`src/rtl/core/amt_pkg.sv`:
```
// Shared types, codes and defaults for the multi-channel alarm timer.
// Used by the interfaces, the controller, the datapath, the top level and the checker.
`timescale 1ns / 1ps
`default_nettype none

package amt_pkg;

   localparam int NUM_CHANNELS_DEF = 32;
   localparam int COUNT_WIDTH_DEF  = 16;

   localparam int OP_W     = 2;
   localparam int RELOAD_W = 16;
   localparam int CHAN_W   = 8;
   localparam int STATUS_W = 3;
   localparam int MASK_W   = 32;
   localparam int TOTAL_W  = 6;

   localparam logic [CHAN_W-1:0] NO_HANDLE = 8'hFF;

   typedef enum logic [OP_W-1:0] {
      OP_TICK       = 2'd0,
      OP_ACTIVATE   = 2'd1,
      OP_DEACTIVATE = 2'd2,
      OP_POLL       = 2'd3
   } amt_op_type;

   localparam logic [STATUS_W-1:0] ST_UNASSIGNED = 3'd0;
   localparam logic [STATUS_W-1:0] ST_COUNTING   = 3'd1;
   localparam logic [STATUS_W-1:0] ST_RINGING    = 3'd2;
   localparam logic [STATUS_W-1:0] ST_NOFREE     = 3'd3;
   localparam logic [STATUS_W-1:0] ST_DONE       = 3'd4;

   // Commands from the controller to the datapath.
   typedef struct packed {
      logic accept;      // capture the request beat, rewind the channel index
      logic idx_inc;     // step the channel index
      logic walk_issue;  // read both stores at the channel index
      logic commit;      // apply the operation and load the result register
   } amt_cmd_type;

   // Status from the datapath to the controller.
   typedef struct packed {
      logic busy_full;   // busy total has reached the channel count
      logic scan_hit;    // channel at the index is neither enabled nor ringing
      logic idx_last;    // index points at the last channel
   } amt_stat_type;

endpackage

`default_nettype wire

```
`src/rtl/core/amt_if.sv`:
```
// Valid/ready channel interfaces for requests and responses of the alarm timer.
// Depends on amt_pkg for field widths.
`timescale 1ns / 1ps
`default_nettype none

interface amt_req_if;
   logic                          valid;
   logic                          ready;
   logic [amt_pkg::OP_W-1:0]      operation;
   logic [amt_pkg::RELOAD_W-1:0]  reload_value;
   logic                          periodic;
   logic [amt_pkg::CHAN_W-1:0]    channel;

   modport source (output valid, operation, reload_value, periodic, channel, input ready);
   modport sink   (input valid, operation, reload_value, periodic, channel, output ready);
   modport monitor (input valid, ready, operation, reload_value, periodic, channel);
endinterface

interface amt_rsp_if;
   logic                          valid;
   logic                          ready;
   logic [amt_pkg::CHAN_W-1:0]    handle;
   logic [amt_pkg::STATUS_W-1:0]  status;
   logic [amt_pkg::MASK_W-1:0]    ring_mask;
   logic [amt_pkg::TOTAL_W-1:0]   enabled_count;
   logic [amt_pkg::TOTAL_W-1:0]   busy_count;

   modport source (output valid, handle, status, ring_mask, enabled_count, busy_count,
                   input ready);
   modport sink   (input valid, handle, status, ring_mask, enabled_count, busy_count,
                   output ready);
   modport monitor (input valid, ready, handle, status, ring_mask, enabled_count,
                    busy_count);
endinterface

`default_nettype wire

```
`src/rtl/core/multi_channel_alarm_timer.sv`:
```
// Top level of the multi-channel alarm timer: controller plus datapath.
// Depends on amt_pkg, amt_if, amt_ctrl and amt_dp.
`timescale 1ns / 1ps
`default_nettype none

// One request beat is taken at a time and yields exactly one response beat.
// A tick reads every channel's reload and counter through one read port of
// the stores, one channel per cycle, then passes the drain and done states
// before the next accept. Activate scans the flags one channel per cycle for
// the lowest free one, or goes straight to the done state when every channel
// is counted busy. Deactivate and poll go from accept straight to done.
// The response sits in a register, so a new request is taken while the last
// response still waits; only the end of the next operation waits for it.
// Reload and counter stores need no clearing after reset.
module multi_channel_alarm_timer #(
   parameter int NUM_CHANNELS = amt_pkg::NUM_CHANNELS_DEF,
   parameter int COUNT_WIDTH  = amt_pkg::COUNT_WIDTH_DEF
) (
   input  wire logic  clock,
   input  wire logic  reset,
   amt_req_if.sink    req_bus,
   amt_rsp_if.source  rsp_bus
);

   amt_pkg::amt_cmd_type  cmd;
   amt_pkg::amt_stat_type stat;

   amt_ctrl u_ctrl (
      .clock     (clock),
      .reset     (reset),
      .req_valid (req_bus.valid),
      .req_op    (req_bus.operation),
      .req_ready (req_bus.ready),
      .rsp_valid (rsp_bus.valid),
      .rsp_ready (rsp_bus.ready),
      .stat      (stat),
      .cmd       (cmd)
   );

   amt_dp #(
      .NUM_CHANNELS (NUM_CHANNELS),
      .COUNT_WIDTH  (COUNT_WIDTH)
   ) u_dp (
      .clock             (clock),
      .reset             (reset),
      .cmd               (cmd),
      .stat              (stat),
      .req_op            (req_bus.operation),
      .req_reload        (req_bus.reload_value),
      .req_periodic      (req_bus.periodic),
      .req_channel       (req_bus.channel),
      .rsp_handle        (rsp_bus.handle),
      .rsp_status        (rsp_bus.status),
      .rsp_ring_mask     (rsp_bus.ring_mask),
      .rsp_enabled_count (rsp_bus.enabled_count),
      .rsp_busy_count    (rsp_bus.busy_count)
   );

endmodule

`default_nettype wire

```
`src/rtl/core/amt_ctrl.sv`:
```
// Controller of the alarm timer: sequences accept, tick walk, free-channel scan
// and result hand-off. Depends on amt_pkg for command and status types.
`timescale 1ns / 1ps
`default_nettype none

module amt_ctrl (
   input  wire logic                      clock,
   input  wire logic                      reset,
   input  wire logic                      req_valid,
   input  wire logic [amt_pkg::OP_W-1:0]  req_op,
   output logic                           req_ready,
   output logic                           rsp_valid,
   input  wire logic                      rsp_ready,
   input  wire amt_pkg::amt_stat_type     stat,
   output amt_pkg::amt_cmd_type           cmd
);

   typedef enum logic [4:0] {
      S_IDLE  = 5'b00001,
      S_WALK  = 5'b00010,
      S_DRAIN = 5'b00100,
      S_SCAN  = 5'b01000,
      S_DONE  = 5'b10000
   } state_type;

   state_type state_ff, state_in;
   logic      out_vld_ff, out_vld_in;
   logic      out_free;

   assign out_free  = !out_vld_ff || rsp_ready;
   assign req_ready = (state_ff == S_IDLE) && !reset;
   assign rsp_valid = out_vld_ff;

   always_comb begin
      state_in = state_ff;
      cmd      = '0;
      case (state_ff)
         S_IDLE: begin
            if (req_valid && req_ready) begin
               cmd.accept = 1'b1;
               case (amt_pkg::amt_op_type'(req_op))
                  amt_pkg::OP_TICK:     state_in = S_WALK;
                  amt_pkg::OP_ACTIVATE: state_in = stat.busy_full ? S_DONE : S_SCAN;
                  default:              state_in = S_DONE;
               endcase
            end
         end
         S_WALK: begin
            cmd.walk_issue = 1'b1;
            if (stat.idx_last) begin
               state_in = S_DRAIN;
            end else begin
               cmd.idx_inc = 1'b1;
            end
         end
         // The last channel read is processed here before the result is formed.
         S_DRAIN: begin
            state_in = S_DONE;
         end
         S_SCAN: begin
            if (stat.scan_hit || stat.idx_last) begin
               state_in = S_DONE;
            end else begin
               cmd.idx_inc = 1'b1;
            end
         end
         S_DONE: begin
            if (out_free) begin
               cmd.commit = 1'b1;
               state_in   = S_IDLE;
            end
         end
         default: begin
            state_in = S_IDLE;
         end
      endcase
   end

   always_comb begin
      out_vld_in = out_vld_ff;
      if (cmd.commit) begin
         out_vld_in = 1'b1;
      end else if (rsp_ready) begin
         out_vld_in = 1'b0;
      end
   end

   always_ff @(posedge clock) begin
      if (reset) begin
         state_ff   <= S_IDLE;
         out_vld_ff <= 1'b0;
      end else begin
         state_ff   <= state_in;
         out_vld_ff <= out_vld_in;
      end
   end

endmodule

`default_nettype wire

```
`src/rtl/core/amt_dp.sv`:
```
// Datapath of the alarm timer: channel flags, reload and counter stores, totals,
// tick walk stage and result register. Depends on amt_pkg.
`timescale 1ns / 1ps
`default_nettype none

module amt_dp #(
   parameter int NUM_CHANNELS = amt_pkg::NUM_CHANNELS_DEF,
   parameter int COUNT_WIDTH  = amt_pkg::COUNT_WIDTH_DEF
) (
   input  wire logic                           clock,
   input  wire logic                           reset,
   input  wire amt_pkg::amt_cmd_type           cmd,
   output amt_pkg::amt_stat_type               stat,
   input  wire logic [amt_pkg::OP_W-1:0]       req_op,
   input  wire logic [amt_pkg::RELOAD_W-1:0]   req_reload,
   input  wire logic                           req_periodic,
   input  wire logic [amt_pkg::CHAN_W-1:0]     req_channel,
   output logic [amt_pkg::CHAN_W-1:0]          rsp_handle,
   output logic [amt_pkg::STATUS_W-1:0]        rsp_status,
   output logic [amt_pkg::MASK_W-1:0]          rsp_ring_mask,
   output logic [amt_pkg::TOTAL_W-1:0]         rsp_enabled_count,
   output logic [amt_pkg::TOTAL_W-1:0]         rsp_busy_count
);

   localparam int IDX_W = (NUM_CHANNELS > 1) ? $clog2(NUM_CHANNELS) : 1;
   localparam int TOT_W = $clog2(NUM_CHANNELS + 1);

   // Request beat held for the duration of the operation.
   amt_pkg::amt_op_type                op_ff;
   logic [amt_pkg::RELOAD_W-1:0]       reload_ff;
   logic                               per_ff;
   logic [amt_pkg::CHAN_W-1:0]         ch_ff;

   logic [NUM_CHANNELS-1:0]  enable_ff, enable_in;
   logic [NUM_CHANNELS-1:0]  ring_ff, ring_in;
   logic [NUM_CHANNELS-1:0]  period_ff, period_in;
   logic [TOT_W-1:0]         en_tot_ff, en_tot_in;
   logic [TOT_W-1:0]         busy_ff, busy_in;
   logic [IDX_W-1:0]         idx_ff, idx_in;

   // Walk stage: registered store reads for one channel.
   logic                     stg_vld_ff;
   logic [IDX_W-1:0]         stg_idx_ff;
   logic [COUNT_WIDTH-1:0]   rd_rel_ff;
   logic [COUNT_WIDTH-1:0]   rd_cnt_ff;

   logic [COUNT_WIDTH-1:0]   rel_mem [NUM_CHANNELS];
   logic [COUNT_WIDTH-1:0]   cnt_mem [NUM_CHANNELS];

   logic                     cnt_we;
   logic [IDX_W-1:0]         cnt_wa;
   logic [COUNT_WIDTH-1:0]   cnt_wd;
   logic                     rel_we;
   logic [COUNT_WIDTH-1:0]   rel_w;

   logic [amt_pkg::CHAN_W-1:0]   res_handle;
   logic [amt_pkg::STATUS_W-1:0] res_status;

   logic [amt_pkg::CHAN_W-1:0]   handle_ff;
   logic [amt_pkg::STATUS_W-1:0] status_ff;
   logic [amt_pkg::MASK_W-1:0]   ring_out_ff;
   logic [amt_pkg::TOTAL_W-1:0]  en_out_ff;
   logic [amt_pkg::TOTAL_W-1:0]  busy_out_ff;

   logic [COUNT_WIDTH+amt_pkg::RELOAD_W-1:0]  rel_ext;
   logic [IDX_W+amt_pkg::CHAN_W-1:0]          idx_ext;
   logic [NUM_CHANNELS+amt_pkg::MASK_W-1:0]   ring_ext;
   logic [TOT_W+amt_pkg::TOTAL_W-1:0]         en_ext;
   logic [TOT_W+amt_pkg::TOTAL_W-1:0]         busy_ext;

   logic [NUM_CHANNELS-1:0]  free_bits;
   logic [IDX_W-1:0]         chi;
   logic                     ch_ok;
   logic                     act_ok;

   assign free_bits = ~(enable_ff | ring_ff);
   assign chi       = ch_ff[IDX_W-1:0];
   assign ch_ok     = (ch_ff < amt_pkg::CHAN_W'(NUM_CHANNELS));

   assign stat.busy_full = (busy_ff >= TOT_W'(NUM_CHANNELS));
   assign stat.scan_hit  = free_bits[idx_ff];
   assign stat.idx_last  = (idx_ff == IDX_W'(NUM_CHANNELS - 1));
   assign act_ok         = !stat.busy_full && free_bits[idx_ff];

   assign rel_ext = {{COUNT_WIDTH{1'b0}}, reload_ff};
   assign rel_w   = rel_ext[COUNT_WIDTH-1:0];
   assign idx_ext = {{amt_pkg::CHAN_W{1'b0}}, idx_ff};

   always_comb begin
      idx_in = idx_ff;
      if (cmd.accept) begin
         idx_in = '0;
      end else if (cmd.idx_inc) begin
         idx_in = idx_ff + IDX_W'(1);
      end
   end

   always_comb begin
      enable_in  = enable_ff;
      ring_in    = ring_ff;
      period_in  = period_ff;
      en_tot_in  = en_tot_ff;
      busy_in    = busy_ff;
      cnt_we     = 1'b0;
      cnt_wa     = stg_idx_ff;
      cnt_wd     = '0;
      rel_we     = 1'b0;
      res_handle = amt_pkg::NO_HANDLE;
      res_status = amt_pkg::ST_DONE;

      // Tick walk: one enabled channel advanced, rung or restarted per cycle.
      if (stg_vld_ff && enable_ff[stg_idx_ff]) begin
         if (rd_cnt_ff < rd_rel_ff) begin
            cnt_we = 1'b1;
            cnt_wd = rd_cnt_ff + COUNT_WIDTH'(1);
         end else begin
            ring_in[stg_idx_ff] = 1'b1;
            if (period_ff[stg_idx_ff]) begin
               cnt_we = 1'b1;
            end else begin
               enable_in[stg_idx_ff] = 1'b0;
               if (en_tot_ff != '0) begin
                  en_tot_in = en_tot_ff - TOT_W'(1);
               end
            end
         end
      end

      case (op_ff)
         amt_pkg::OP_ACTIVATE: begin
            if (act_ok) begin
               res_handle = idx_ext[amt_pkg::CHAN_W-1:0];
               res_status = amt_pkg::ST_COUNTING;
               if (cmd.commit) begin
                  rel_we            = 1'b1;
                  cnt_we            = 1'b1;
                  cnt_wa            = idx_ff;
                  enable_in[idx_ff] = 1'b1;
                  period_in[idx_ff] = per_ff;
                  en_tot_in         = en_tot_ff + TOT_W'(1);
                  busy_in           = busy_ff + TOT_W'(1);
               end
            end else begin
               res_status = amt_pkg::ST_NOFREE;
            end
         end
         amt_pkg::OP_DEACTIVATE: begin
            if (!ch_ok) begin
               res_status = amt_pkg::ST_UNASSIGNED;
            end else if (cmd.commit) begin
               if (enable_ff[chi]) begin
                  enable_in[chi] = 1'b0;
                  if (en_tot_ff != '0) begin
                     en_tot_in = en_tot_ff - TOT_W'(1);
                  end
               end
               ring_in[chi] = 1'b0;
               if (busy_ff != '0) begin
                  busy_in = busy_ff - TOT_W'(1);
               end
            end
         end
         amt_pkg::OP_POLL: begin
            res_handle = ch_ff;
            if (!ch_ok) begin
               res_status = amt_pkg::ST_UNASSIGNED;
            end else if (ring_ff[chi]) begin
               res_status = amt_pkg::ST_RINGING;
               if (!period_ff[chi]) begin
                  res_handle = amt_pkg::NO_HANDLE;
               end
               if (cmd.commit) begin
                  ring_in[chi] = 1'b0;
                  if (!period_ff[chi] && busy_ff != '0) begin
                     busy_in = busy_ff - TOT_W'(1);
                  end
               end
            end else begin
               res_status = amt_pkg::ST_COUNTING;
            end
         end
         default: begin
         end
      endcase
   end

   assign ring_ext = {{amt_pkg::MASK_W{1'b0}}, ring_in};
   assign en_ext   = {{amt_pkg::TOTAL_W{1'b0}}, en_tot_in};
   assign busy_ext = {{amt_pkg::TOTAL_W{1'b0}}, busy_in};

   always_ff @(posedge clock) begin
      if (reset) begin
         enable_ff  <= '0;
         ring_ff    <= '0;
         period_ff  <= '0;
         en_tot_ff  <= '0;
         busy_ff    <= '0;
         idx_ff     <= '0;
         stg_vld_ff <= 1'b0;
      end else begin
         enable_ff  <= enable_in;
         ring_ff    <= ring_in;
         period_ff  <= period_in;
         en_tot_ff  <= en_tot_in;
         busy_ff    <= busy_in;
         idx_ff     <= idx_in;
         stg_vld_ff <= cmd.walk_issue;
      end
   end

   always_ff @(posedge clock) begin
      if (cmd.accept) begin
         op_ff     <= amt_pkg::amt_op_type'(req_op);
         reload_ff <= req_reload;
         per_ff    <= req_periodic;
         ch_ff     <= req_channel;
      end
      stg_idx_ff <= idx_ff;
      if (cmd.commit) begin
         handle_ff   <= res_handle;
         status_ff   <= res_status;
         ring_out_ff <= ring_ext[amt_pkg::MASK_W-1:0];
         en_out_ff   <= en_ext[amt_pkg::TOTAL_W-1:0];
         busy_out_ff <= busy_ext[amt_pkg::TOTAL_W-1:0];
      end
   end

   always_ff @(posedge clock) begin
      if (cnt_we) begin
         cnt_mem[cnt_wa] <= cnt_wd;
      end
      if (rel_we) begin
         rel_mem[idx_ff] <= rel_w;
      end
      if (cmd.walk_issue) begin
         rd_cnt_ff <= cnt_mem[idx_ff];
         rd_rel_ff <= rel_mem[idx_ff];
      end
   end

   assign rsp_handle        = handle_ff;
   assign rsp_status        = status_ff;
   assign rsp_ring_mask     = ring_out_ff;
   assign rsp_enabled_count = en_out_ff;
   assign rsp_busy_count    = busy_out_ff;

endmodule

`default_nettype wire

```
`src/flat_wrapper.sv`:
```
// flat-port wrapper written by rule: the top's interface ports become plain ports
module multi_channel_alarm_timer_flat 
#(
   parameter int NUM_CHANNELS = amt_pkg::NUM_CHANNELS_DEF,
   parameter int COUNT_WIDTH  = amt_pkg::COUNT_WIDTH_DEF
)
  (clock, reset, req_bus_valid, req_bus_operation, req_bus_reload_value, req_bus_periodic, req_bus_channel, req_bus_ready, rsp_bus_valid, rsp_bus_handle, rsp_bus_status, rsp_bus_ring_mask, rsp_bus_enabled_count, rsp_bus_busy_count, rsp_bus_ready);
  amt_req_if req_bus_i ();
  amt_rsp_if rsp_bus_i ();
  input  wire logic clock;
  input  wire logic reset;
  input wire logic [$bits(req_bus_i.valid)-1:0] req_bus_valid;
  input wire logic [$bits(req_bus_i.operation)-1:0] req_bus_operation;
  input wire logic [$bits(req_bus_i.reload_value)-1:0] req_bus_reload_value;
  input wire logic [$bits(req_bus_i.periodic)-1:0] req_bus_periodic;
  input wire logic [$bits(req_bus_i.channel)-1:0] req_bus_channel;
  output wire logic [$bits(req_bus_i.ready)-1:0] req_bus_ready;
  output wire logic [$bits(rsp_bus_i.valid)-1:0] rsp_bus_valid;
  output wire logic [$bits(rsp_bus_i.handle)-1:0] rsp_bus_handle;
  output wire logic [$bits(rsp_bus_i.status)-1:0] rsp_bus_status;
  output wire logic [$bits(rsp_bus_i.ring_mask)-1:0] rsp_bus_ring_mask;
  output wire logic [$bits(rsp_bus_i.enabled_count)-1:0] rsp_bus_enabled_count;
  output wire logic [$bits(rsp_bus_i.busy_count)-1:0] rsp_bus_busy_count;
  input wire logic [$bits(rsp_bus_i.ready)-1:0] rsp_bus_ready;
  assign req_bus_i.valid = req_bus_valid;
  assign req_bus_i.operation = req_bus_operation;
  assign req_bus_i.reload_value = req_bus_reload_value;
  assign req_bus_i.periodic = req_bus_periodic;
  assign req_bus_i.channel = req_bus_channel;
  assign req_bus_ready = req_bus_i.ready;
  assign rsp_bus_valid = rsp_bus_i.valid;
  assign rsp_bus_handle = rsp_bus_i.handle;
  assign rsp_bus_status = rsp_bus_i.status;
  assign rsp_bus_ring_mask = rsp_bus_i.ring_mask;
  assign rsp_bus_enabled_count = rsp_bus_i.enabled_count;
  assign rsp_bus_busy_count = rsp_bus_i.busy_count;
  assign rsp_bus_i.ready = rsp_bus_ready;
  multi_channel_alarm_timer #(.NUM_CHANNELS(NUM_CHANNELS), .COUNT_WIDTH(COUNT_WIDTH)) u_core (.clock(clock), .reset(reset), .req_bus(req_bus_i), .rsp_bus(rsp_bus_i));
endmodule
```
`config.mk`:
```
export PLATFORM = sky130hd
export DESIGN_NAME = multi_channel_alarm_timer_flat
export DESIGN_NICKNAME = d
export VERILOG_FILES = /design/src/rtl/core/amt_pkg.sv /design/src/rtl/core/amt_if.sv /design/src/rtl/core/multi_channel_alarm_timer.sv /design/src/rtl/core/amt_ctrl.sv /design/src/rtl/core/amt_dp.sv /design/src/flat_wrapper.sv
export SDC_FILE = /design/constraint.sdc
export NUM_CORES = 2
export LEC_CHECK = 0
export BUFFER_PORTS_ARGS = -buffer_cell sky130_fd_sc_hd__buf_2
export CAP_MARGIN = 10
export CORE_AREA = 2 2 364 366
export DETAILED_ROUTE_END_ITERATION = 12
export DIE_AREA = 0 0 366 368
export PLACE_DENSITY = 0.65
export SLEW_MARGIN = 20
export SYNTH_ARGS = -nofsm -noshare
export SYNTH_HDL_FRONTEND = slang
export SYNTH_SLANG_ARGS = --single-unit
export TNS_END_PERCENT = 100
```
`constraint.sdc`:
```
create_clock -name clock -period 8.8 [get_ports clock]
set_clock_uncertainty 0.05 [all_clocks]
set_input_delay 1.32 -clock clock [delete_from_list [all_inputs] [get_ports clock]]
set_output_delay 1.32 -clock clock [all_outputs]
set_load 0.03 [all_outputs]
```
After elaboration in Yosys (flattened, before gate mapping) --
Memories as Yosys holds them, arrays and structs flattened. A register that Yosys moved wholly into a read port is not among the register bits. Index checks and enable logic that the tools add are counted. Widths: inputs -> output; s select.
Storage, ports and cells: logic and storage cells 181, ROM bits 0, memories kept 2, memory bits (writable) 1024, latch bits 0, output and inout bits 57, input port bits 31, flip-flop bits (word level) 207
Operators by class: multipliers 0, reduce and logical (&&, ||, !) cells 21, order comparisons 9, eq/ne operators 14, muxes and demuxes 101, bitwise gates (word level) 9, add/subtract/negate cells 6, div/mod/pow operators 0, shifts and indexed selects 0
Memory list:
- u_core.u_dp.cnt_mem | depth 32, width 16, read ports 1, clocked after memory_dff 1, write ports 1, line amt_dp.sv:48 | logic [COUNT_WIDTH-1:0] cnt_mem [NUM_CHANNELS];
- u_core.u_dp.rel_mem | depth 32, width 16, read ports 1, clocked after memory_dff 1, write ports 1, line amt_dp.sv:47 | logic [COUNT_WIDTH-1:0] rel_mem [NUM_CHANNELS];
Operator list (number):
- $mux 32 | 14
- $pmux 32 s2 | 2
- $mux 6 | 19
- $and 32x32->32 | 3
- $not 32->32 | 3
- $or 32x32->32 | 3
- $mux 5 | 8
- $bwmux 32 | 1
- $mux 16 | 2
- $mux 8 | 4
- $mux 1 | 31
- $bmux 1 s5 | 6
- $pmux 5 s5 | 1
- $lt 5x6->1 const B | 3
- $pmux 6 s3 | 1
- $add 16x1->16 const B | 1
- $lt 16x16->1 | 1
- $pmux 8 s2 | 1
- $demux 1 s5 | 3
- $ge 5x1->1 const B | 3
- $add 6x1->6 const B | 2
- $pmux 6 s2 | 1
- $reduce_bool 6->1 | 2
- $sub 6x1->6 const B | 2
- 25 further kinds | 43

Logic depth before layout (Yosys ltp) --
word-level depth 14, gate-level depth with buffers 12, gate-level depth less buffers 10

Cells and area by module --
From an unflattened synthesis, not the netlist that was laid out.
Second synthesis, totals: cells, all modules 2956, area, all modules 51573.2 um^2
Modules (own cells, without submodules):
- amt_dp | cells each 2900, area each 51140.3 um^2, instances 1, sequential area each 36555.1 um^2
- amt_ctrl | cells each 56, area each 432.9 um^2, instances 1, sequential area each 120.1 um^2

Worst setup path before layout --
No wires, ideal clock.
kind input port to flip-flop, from input port rsp_bus_ready, to register u_core.u_dp.busy_out_ff (netlist bit u_core.u_dp.rsp_busy_count[3]) (data pin), data required time 8493 ps, path buffers 1, data arrival time 3598 ps, cell stages on the path 10, slack 4896 ps, setup time 257 ps, path through nor2b_1 -> or3_1 -> buf_2 -> inv_2 -> nand4_1 -> o31a_1 -> o41ai_2 -> o211ai_1 -> a21oi_1 -> nor2_1
RTL lines:
- start: declaration | line flat_wrapper.sv:24 | input wire logic [$bits(rsp_bus_i.ready)-1:0] rsp_bus_ready;
- end signal: assignment | line amt_dp.sv:224 | busy_out_ff <= busy_ext[amt_pkg::TOTAL_W-1:0];
- end: declaration | line amt_dp.sv:63 | logic [amt_pkg::TOTAL_W-1:0] busy_out_ff;

Worst setup path after layout --
from register u_core.u_dp.idx_ff[3], to memory u_core.u_dp.cnt_mem[31][1] (netlist bit), enable pin
Between the ends: cells in the longest elaborated chain, start to end 7, elaborated cells between the ends (all ways) 10, classes of those cells 9 x mux; 1 x reduce/logical
RTL lines:
- start: declaration | line amt_dp.sv:39 | logic [IDX_W-1:0] idx_ff, idx_in;
- start signal: assignment | line amt_dp.sv:206 | idx_ff <= idx_in;
- $bmux 1 s5 | line amt_dp.sv:83 | assign act_ok = !stat.busy_full && free_bits[idx_ff];
- $mux 1 (not written as such) | line amt_dp.sv:83
- $logic_and 1x1->1 | line amt_dp.sv:83
- $mux 1 | line amt_dp.sv:131 | if (act_ok) begin
- $mux 1 | line amt_dp.sv:129 | case (op_ff)
- $mux 1 | line amt_dp.sv:229 | if (cnt_we) begin
- $mux 1 (not written as such) | line amt_dp.sv:230 | cnt_mem[cnt_wa] <= cnt_wd;
- end: declaration | line amt_dp.sv:48
Several ways; a longest one is shown, not always the timed one. The select of a mux whose other input is x is not followed.

==> results.txt <==
Of all cell types, the one taking the most synthesized area is sky130_fd_sc_hd__edfxtp_1. The run gives 0 as the post-cts sizing count. The first global-routing pass estimated 203.6 mm of wire. The tools report the pin count of the biggest net entering global routing as 147. The finished layout holds 4996 standard cells, fillers aside. The relative max-transition margin was 0.2467.

The sum of overflow across all layers after global routing is 0. The die is 366 um wide. The number of cells on the worst reg-to-reg path is 10. The run gives 86 as the number of distinct library cells after synthesis. Timing analysis after detailed placement gives a worst setup slack of 3.570 ns. The internal cell power came out at 9.852 mW. The final critical-path required period was 5.366 ns; the count of hold-fix buffers inserted at cts was 0. Total wirelength of the detailed-routed design: 137.9 mm.

TritonCTS built the clock tree. The startpoint kind of the worst setup timing path is a flip-flop. The logs give 0.1706 mV for the largest vdd supply drop and 0 for the number of warnings printed during yosys synthesis. For the data required time at the worst endpoint, the log shows 9.19 ns. Net switching fraction of the power: 0.2226. The async set-reset flop share out of synthesis was 0; the floorplan row count was 133. The endpoint of the worst-slack reg-to-reg timing path is u_core.u_dp.cnt_mem[31][1]. The number of nets handed over by synthesis was 3100.

The class of the most critical hold timing path is flip-flop to flip-flop. The TritonCTS sink count is 1263. For the worst hold margin, the log shows 0.4230 ns.

The routed wirelength normalized by instance count came out at 27.60 um. Source of the worst register-to-register timing path: u_core.u_dp.idx_ff[3]. The capturing instance or port of the critical path is u_core.u_dp.cnt_mem[31][1]. The area added between synthesis and finish is 13.18%. For the starting utilization of the core area, the log shows 0.3969. The number of max-slew violations in the final report was 0; the total number of vias was 29830. The share of cells above drive strength 1 was 0.2244; the mean instance size in the synthesized netlist was 17.08 um^2. For the overall routing resource usage, the log shows 0.2030. For this block, the initial DRC count from the detailed router was 4089. Sequential fraction of the synthesis area: 0.7065. Yosys instantiated no cell more often than sky130_fd_sc_hd__edfxtp_1.

The number of setup violations in the final report was 0. No sink is reached through more buffers than the 3 on the longest clock path. The portion of the clock cycle consumed by the worst path in the final layout is 0.6097. Summed over all nets, the switching power comes to 2.820 mW.

For this run, design rule violations remaining after detail routing come to 0. In the synthesized netlist the dominant register cell turns out to be sky130_fd_sc_hd__edfxtp_1. The number of cells in the design after placement was 4763; the count of TritonRoute iterations in the first routing pass was 6. Counting flops and latches in the post-synthesis netlist gives 1263. Counting flops with a built-in enable in the synthesized netlist gives 1138. The portion of synthesized cell area occupied by the leading cell type is 0.6583, and the sequential group share of total power is 0.526.

The most critical setup path has its startpoint at u_core.u_dp.idx_ff[3]. Input and output buffers added on the ports amount to 87. The clock slew seen by the registers of the worst setup and hold paths came out at 0.06 ns. Dividing total power by cell area gives a power density of 215.7 nW/um^2.

The die extent in y was 368 um. The logs give 0.420 for the portion of total power attributed to the clock network and 3.43 ns for the worst-case register-to-register setup slack. The flow ran to the end, and the final reports show no timing, DRC or antenna violations. The vias per cell works out to 5.970. Number of antenna violations at the first check in global routing: 3. Type of element capturing the critical path: a flip-flop. Setup repair after global routing left no endpoint under its margin. For the pin with the worst max-slew slack, the measured transition is 1.121 ns.

The total setup buffers inserted after CTS was 0. The critical path is of the flip-flop to flip-flop type. The commonest cells after synthesis are sky130_fd_sc_hd__edfxtp_1, sky130_fd_sc_hd__mux4_2, sky130_fd_sc_hd__a21oi_1. Combinational power share: 0.054. The count of endpoints failing hold in the final timing report was 0. The tool flagged a number of max-cap violations equal to 0. The via count of the first global-routing pass is 29160, and the final antenna-violating net count is 0. The die outline area is 134700 um^2. The logs give 3.434 ns for the slack of the critical path and 120 for the number of buffers added by the clock tree synthesis step.

The leakage power of the design was 18.78 nW. Fill cells in the final layout number 11230. For the I/O pin count, the log shows 88.

By area the synthesized netlist is led by sky130_fd_sc_hd__edfxtp_1, sky130_fd_sc_hd__mux4_2, sky130_fd_sc_hd__dfxtp_1. In this run the worst path has a maximum fanout of 34. Timing would allow up to 186.4 MHz. In this run the cell area of the synthesized design comes to 51910 um^2. The root buffer cell chosen for the clock tree is sky130_fd_sc_hd__clkbuf_16. The run gives 3197 as the count of nets after finishing.

In this run the standard cell core region covers 130800 um^2. The logs give 86.03 mm for the sum of net half-perimeters after detailed placement and 3 for the deepest level of the CTS H-tree. In the synthesized netlist, the number of instances is 3039. The tools report the later-pin clock latency in the skew report as 0.78 ns. The routability-driven placement congestion ratio is 0.9711, and the arrival time at the worst endpoint is 5.75 ns. Summed over all failing endpoints, the final setup total negative slack is 0 ns.
-- layout by cell type, fill, tap and decap left out, drive strengths merged, types with 9 or more instances in the layout --
cell type / n
o22ai: 10
o21ai: 30
clkinv: 59
nor3: 44
buf: 178
nand2b: 20
mux2: 20
nand4: 88
or2: 14
a221o: 9
xnor2: 13
nor2: 152
dfxtp: 125
mux2i: 86
o32ai: 9
nor3b: 9
nand3: 54
ha: 30
a211oi: 38
bufinv: 15
a22oi: 138
a21oi: 179
edfxtp: 1138
o31ai: 22
xor2: 11
inv: 78
mux4: 267
and3: 11
clkbuf: 145
o221ai: 9
nand2: 101
and2: 9
-- registers in the layout, summed over array words and instances (netlist names), 8 cells and up --
signal / flops
u_core.u_dp.ch_ff: 8
u_core.u_dp.cnt_mem: 512
u_core.u_dp.enable_ff: 32
u_core.u_dp.period_ff: 32
u_core.u_dp.rd_cnt_ff: 16
u_core.u_dp.rd_rel_ff: 16
u_core.u_dp.rel_mem: 512
u_core.u_dp.rel_w: 16
u_core.u_dp.ring_ff: 32
u_core.u_dp.rsp_handle: 8
u_core.u_dp.rsp_ring_mask: 32
-- through the flow --
step	util	area [um^2]	total power, mW
after floorplan	-	51910	7.208
after global placement	0.4171	54550	7.451
after detailed placement	0.4172	54570	7.465
after CTS	0.4484	58640	12.74
after global routing	0.4492	58760	13.03
final	0.4492	58760	12.67
-- logic make-up after synthesis --
kind of cell,count (synthesis),share of synthesized area
adder cells (fa/ha/maj),30,0.007230
AO/OA/AOI/OAI,513,0.06727
flip-flops,1263,0.7065
AND/OR/NAND/NOR,558,0.05625
buffers and inverters,278,0.02198
multiplexers,373,0.1368
XOR/XNOR,24,0.004049
-- power groups by stage --
stage	combinational [mW]	clock [mW]	sequential (mW)
after CTS	0.653	5.40	6.68
after detailed placement	0.652	0	6.81
after floorplan	0.378	0	6.83
after global routing	0.729	5.63	6.67
final	0.683	5.32	6.67
after global placement	0.637	0	6.81
-- per-layer routing --
metal / vias to the layer above / part of all wire / global-route usage
li1: 12560 / - / -
met1: 15420 / 0.41 / 0.2868
met2: 1602 / 0.47 / 0.3196
met3: 246 / 0.084 / 0.03212
met4: 4 / 0.034 / 0.07297
met5: - / 0.00020 / 0
-- area by class of cell --
type | instances | area, um^2 | share of cell area
clock buffer | 145 | 3189 | 0.05428
inverter | 75 | 281.5 | 0.004791
timing repair buffer | 178 | 1232 | 0.02097
multi-input combinational | 1498 | 14280 | 0.2431
sequential | 1263 | 36680 | 0.6243
antenna | 1 | 2.502 | 0.00004259
clock inverter | 81 | 888.4 | 0.01512
tap | 1755 | 2196 | 0.03737
-- worst max-delay path: stages (launching register included) --
cell                       delay, ns
sky130_fd_sc_hd__dfxtp_1        0.97
sky130_fd_sc_hd__nand2b_1       0.60
sky130_fd_sc_hd__or2_2          0.44
sky130_fd_sc_hd__o22ai_1        0.21
sky130_fd_sc_hd__a21oi_1        0.20
sky130_fd_sc_hd__a31o_2         0.43
sky130_fd_sc_hd__nor3_4         0.19
sky130_fd_sc_hd__buf_4          0.42
sky130_fd_sc_hd__a32oi_2        0.47
sky130_fd_sc_hd__nor2_1         0.71
sky130_fd_sc_hd__buf_4          0.30
-- worst min path at each step --
stage | startpoint | to | slack (ns) | cells after the start
after floorplan | u_core.u_dp.idx_ff[3] | u_core.u_dp.stg_idx_ff[3] | 0.28 | 0
after global placement | u_core.u_dp.period_ff[5] | u_core.u_dp.period_ff[5] | 0.41 | 2
after detailed placement | u_core.u_dp.period_ff[5] | u_core.u_dp.period_ff[5] | 0.41 | 2
after CTS | u_core.u_dp.period_ff[5] | u_core.u_dp.period_ff[5] | 0.42 | 2
after global routing | u_core.u_dp.period_ff[13] | u_core.u_dp.period_ff[13] | 0.45 | 2
final | u_core.u_dp.period_ff[13] | u_core.u_dp.period_ff[13] | 0.42 | 2
Note: power is estimated with default switching activity, not from simulation.
